<file path="src/rtl/min_tracking_stack_unit_assert.svh">
// Assertion macros shared by the min-tracking stack RTL.
// MTSU_ASSERT checks under reset qualification; MTSU_ASSERT_ALWAYS checks at every edge.
`ifndef MIN_TRACKING_STACK_UNIT_ASSERT_SVH
`define MIN_TRACKING_STACK_UNIT_ASSERT_SVH

`ifndef NO_ASSERTIONS
`define MTSU_ASSERT(lbl, prop, msg) \
  lbl: assert property (@(posedge clk) disable iff (!rst_n) prop) else $error(msg);
`define MTSU_ASSERT_ALWAYS(lbl, prop, msg) \
  lbl: assert property (@(posedge clk) prop) else $error(msg);
`else
`define MTSU_ASSERT(lbl, prop, msg)
`define MTSU_ASSERT_ALWAYS(lbl, prop, msg)
`endif

`endif

</file>
<file path="src/rtl/mtsu_pkg.sv">
`timescale 1ns / 1ps

package mtsu_pkg;

  // Request kinds carried on in_tuser.
  localparam logic REQ_PUSH = 1'b0;
  localparam logic REQ_POP  = 1'b1;

  // Result status codes carried on out_tuser.
  localparam logic [1:0] STATUS_OK        = 2'd0;
  localparam logic [1:0] STATUS_OVERFLOW  = 2'd1;
  localparam logic [1:0] STATUS_UNDERFLOW = 2'd2;

  // Width of the depth field in a result.
  localparam int unsigned DEPTH_FIELD_W = 7;

  // Shift command broadcast to every cell of a chain.
  typedef struct packed {
    logic push;  // every entry moves one place toward the bottom
    logic pop;   // every entry moves one place toward the top
  } shift_cmd_t;

endpackage

</file>
<file path="src/rtl/mtsu_cell.sv">
`timescale 1ns / 1ps

module mtsu_cell #(
  parameter int unsigned WIDTH = 32
) (
  input  logic                clk,
  input  mtsu_pkg::shift_cmd_t cmd,
  input  logic [WIDTH-1:0]    from_above,
  input  logic [WIDTH-1:0]    from_below,
  output logic [WIDTH-1:0]    entry
);

  logic [WIDTH-1:0] entry_r;
  logic [WIDTH-1:0] entry_nxt;

  // A push takes the neighbor above, a pop takes the neighbor below.
  always_comb begin
    entry_nxt = entry_r;
    if (cmd.push) begin
      entry_nxt = from_above;
    end else if (cmd.pop) begin
      entry_nxt = from_below;
    end
  end

  always_ff @(posedge clk) begin
    entry_r <= entry_nxt;
  end

  assign entry = entry_r;

endmodule

</file>
<file path="src/rtl/mtsu_chain.sv">
`timescale 1ns / 1ps

module mtsu_chain #(
  parameter int unsigned WIDTH = 32,
  parameter int unsigned DEPTH = 64
) (
  input  logic                clk,
  input  mtsu_pkg::shift_cmd_t cmd,
  input  logic [WIDTH-1:0]    push_data,
  output logic [WIDTH-1:0]    top_entry,
  output logic [WIDTH-1:0]    next_entry
);

  logic [WIDTH-1:0] entries [DEPTH];

  // Cell 0 is the top of the stack; new data enters there on a push.
  for (genvar i = 0; i < DEPTH; i++) begin : g_cell
    logic [WIDTH-1:0] above;
    logic [WIDTH-1:0] below;

    if (i == 0) begin : g_top
      assign above = push_data;
    end else begin : g_mid
      assign above = entries[i-1];
    end

    if (i == DEPTH - 1) begin : g_bottom
      assign below = '0;
    end else begin : g_upper
      assign below = entries[i+1];
    end

    mtsu_cell #(
      .WIDTH(WIDTH)
    ) u_cell (
      .clk        (clk),
      .cmd        (cmd),
      .from_above (above),
      .from_below (below),
      .entry      (entries[i])
    );
  end

  assign top_entry  = entries[0];
  assign next_entry = entries[1];

endmodule

</file>
<file path="config.mk">
export PLATFORM = sky130hd
export DESIGN_NAME = mtsu_chain
export DESIGN_NICKNAME = d
export VERILOG_FILES = /design/src/rtl/min_tracking_stack_unit_assert.svh /design/src/rtl/mtsu_pkg.sv /design/src/rtl/mtsu_cell.sv /design/src/rtl/mtsu_chain.sv
export SDC_FILE = /design/constraint.sdc
export NUM_CORES = 2
export LEC_CHECK = 0
export BUFFER_PORTS_ARGS = -buffer_cell sky130_fd_sc_hd__buf_4
export CORE_MARGIN = 8
export CORE_UTILIZATION = 45
export CTS_BUF_LIST = sky130_fd_sc_hd__clkbuf_8
export DETAILED_ROUTE_END_ITERATION = 7
export GPL_TIMING_DRIVEN = 0
export MAX_ROUTING_LAYER = met4
export PLACE_DENSITY = 0.6
export SLEW_MARGIN = 20
export SYNTH_ARGS = -nofsm -noshare
export SYNTH_HDL_FRONTEND = slang
export SYNTH_SLANG_ARGS = --single-unit
</file>
<file path="constraint.sdc">
create_clock -name clk -period 31.9 [get_ports clk]
set_input_delay 1.595 -clock clk [delete_from_list [all_inputs] [get_ports clk]]
set_output_delay 1.595 -clock clk [all_outputs]
set_load 0.005 [all_outputs]
</file>
==> impl_metrics.yaml <==
grt:
  grt-ovfl-total: 0
  grt_max_degree: 56
  antenna_found_initial: 7
  grt_pass1_wl_mm: 247
  grt.total_usage_pct: 15.5
  grt_pass1_vias: 41600
synth:
  syn_area_um2: 86600
  syn-num-nets: 4360
  seq_area_frac_synth_pct: 71.0
  synth.most_common_cell: "edfxtp_1"
  yosys-top-cells-count: "edfxtp_1, mux2_2, buf_6"
  synth_largest_area_cell: "edfxtp_1"
  syn_avg_cell_area_um2: 20.0
  netlist_instances: 4325
  synth_top_area_share_pct: 71.0
  synth_adder_area_share_pct: 0
  synth-seq-cells: 2048
  synth_top_family_by_area: "multiplexers"
  synthMuxAreaShare_pct: 26.2
  synthArstFlopShare_pct: 0
  synth.area.top_cells: "edfxtp_1, mux2_2, buf_6, buf_2, and2_1"
  yosysWarningCount: 0
  synth_xor_area_share_pct: 0
  synth_ff_type: "edfxtp_1"
  synth_cell_types: 7
  synth_compound_area_share_pct: 0
  synth_edf_count: 2048
  synthSimpleGateAreaFrac_pct: 0.238
cells_and_area:
  multi_input_area_um2: 22900
  regArea_um2: 61500
  fin_area_um2: 97400
  largest_reg_flops: 2048
  drive_gt1_share_pct: 55.1
  fillCellCount: 15700
  instances_no_fill: 7556
  nets: 4850
  syn2layout_area_growth_pct: 12.4
setup_path:
  cp.depth: 13
  cp_num_buf_inv: 12
  worstSetupStartpointType: "input pin"
  crit_type: "in -> reg"
  critical-path-top-delay-family: "buffers and inverters"
  crit_path_end_kind: "flop"
  cp.arrival_ns: 5.63
  worstRegToRegCells: 1
  cp_max_fo: 55
  cp_cell_sequence: "buf_2 -> buf_6 -> buf_6 -> buf_6 -> or2_4 -> buf_12 -> buf_12 -> buf_12 -> buf_12 -> buf_16 -> buf_12 -> buf_16 -> buf_16"
  required_ns: 32.53
  max_stage_delay_ns: 0.50
  slowest_stage: "or2_4"
  cpMostUsedCell: "buf_12"
pwr:
  swShare_pct: 23.2
  power_density_nw_per_um2: 68.1
  design_power_total_mw: 6.63
  p_leak_nw: 34.7
  power_switching_mw: 1.54
  pwr-share-seq_pct: 59.0
  cell_internal_pwr_mw: 5.09
  combPwrFrac_pct: 10.4
  max-vdd-ir-drop_mv: 0.0398
  pwr-share-clk_pct: 30.6
timing:
  whs_ns: 0.549
  drv_slew: 0
  rsz0062_at_grt: "no"
  finClkSkew_ns: 0.0431
  timing.slew.headroom_pct: 59.3
  setup_viol: 0
  finalHoldViolations: 0
  min_period_over_period_pct: 15.7
  tns_ns: 0
  tightest_slew_ns: 0.611
  max_freq_mhz: 200
  fin_crit_ns: 5.00
cts:
  ctsRootBufferMaster: "clkbuf_8"
  numCtsBuffers: 346
  path_clk_slew_ns: 0.06
  clock-sinks: 2048
  post_cts_buffers: 0
  cts_hold_buf: 0
  htreeDepth: 5
  cts_tree: "yes"
  clk_latency_ns: 0.99
  ctsResizeCount: 0
  clk_path_buf_depth: 4
route:
  drt_pass1_iterations: 5
  drt-total-wl_mm: 159
  detail_route.iter0.violations: 2842
  vias_per_cell: 5.21
  antenna_left: 0
  drc: 0
  wirelength_met1_mm: 75.3
  drt-wirelength-per-cell_um: 21.0
  vias: 39400
  met2_length_mm: 74.0
  wl_met3_mm: 6.71
  top_layer: "met4"
floorplanning:
  initial_core_util_pct: 45.1
  die_h_um: 455
  die_area_um2: 207000
  die_x_um: 455
  core_area_um2: 192000
  std_cell_rows: 161
  ioPinCount: 99
hold_path:
  hold_path_class: "reg -> reg"
  whs_path_depth: 1
placement:
  port_buffers: 97
  post-place-cells: 6993
  dpl-instance-area_um2: 91600
  gp_congestion: 0.709
  hpwl_mm: 110
flow_run:
  drv_cap: 0
run_status:
  status: "complete, no violations"
[layer usage]
layer,global-route usage [%],vias to the layer above
met4,4.24,0
met5,-,-
li1,-,18200
met1,21.4,20200
met3,2.93,271
met2,23.7,718
[area by class of cell]
class / count / area share (%)
Timing Repair Buffer: 142 / 1.87
Multi-Input combinational cell: 2049 / 23.5
Buffer: 228 / 2.30
Clock inverter: 206 / 0.894
Clock buffer: 355 / 5.02
Tap cell: 2526 / 3.25
Antenna cell: 2 / 0.00514
Sequential cell: 2048 / 63.1
[layout by cell type, fill, tap and decap left out, drive strengths merged]
master	count
clkbuf	357
inv	97
diode	2
bufinv	2
edfxtp	2048
mux2	2016
and2	32
or2	1
buf	368
clkinvlp	4
clkinv	103
[final timing paths]
check	startpoint	to	slack, ns
worst max-delay path	cmd[1]	g_cell[28].u_cell.entry[19]$_DFFE_PP_	26.90
worst max register to register	g_cell[54].u_cell.entry[16]$_DFFE_PP_	g_cell[55].u_cell.entry[16]$_DFFE_PP_	30.78
worst min-delay path	g_cell[63].u_cell.entry[24]$_SDFFCE_PN0P_	g_cell[62].u_cell.entry[24]$_DFFE_PP_	0.55
worst min register to register	g_cell[63].u_cell.entry[24]$_SDFFCE_PN0P_	g_cell[62].u_cell.entry[24]$_DFFE_PP_	0.55
[cells by family after synthesis]
| kind of cell | count (synthesis) |
|---|---|
| AND/OR/NAND/NOR | 33 |
| multiplexers | 2016 |
| flip-flops | 2048 |
| buffers and inverters | 228 |
[power by group through the flow]
stage	clock network, mW	logic [mW]	registers, mW
floorplan	0	0.571	3.91
global route	2.22	0.753	3.98
detailed placement	0	0.697	3.97
finish	2.03	0.692	3.91
global placement	0	0.646	4.14
CTS	2.12	0.700	3.92
[through the flow]
| stage | utilization (%) | worst slack (ns) |
|---|---|---|
| finish | 50.7 | 26.90 |
| global route | 50.7 | 26.69 |
| CTS | 50.7 | 26.92 |
| detailed placement | 47.7 | 25.78 |
| global placement | 47.2 | -7.12 |
| floorplan | - | 4.05 |
Power figures use the tool's default switching activity.
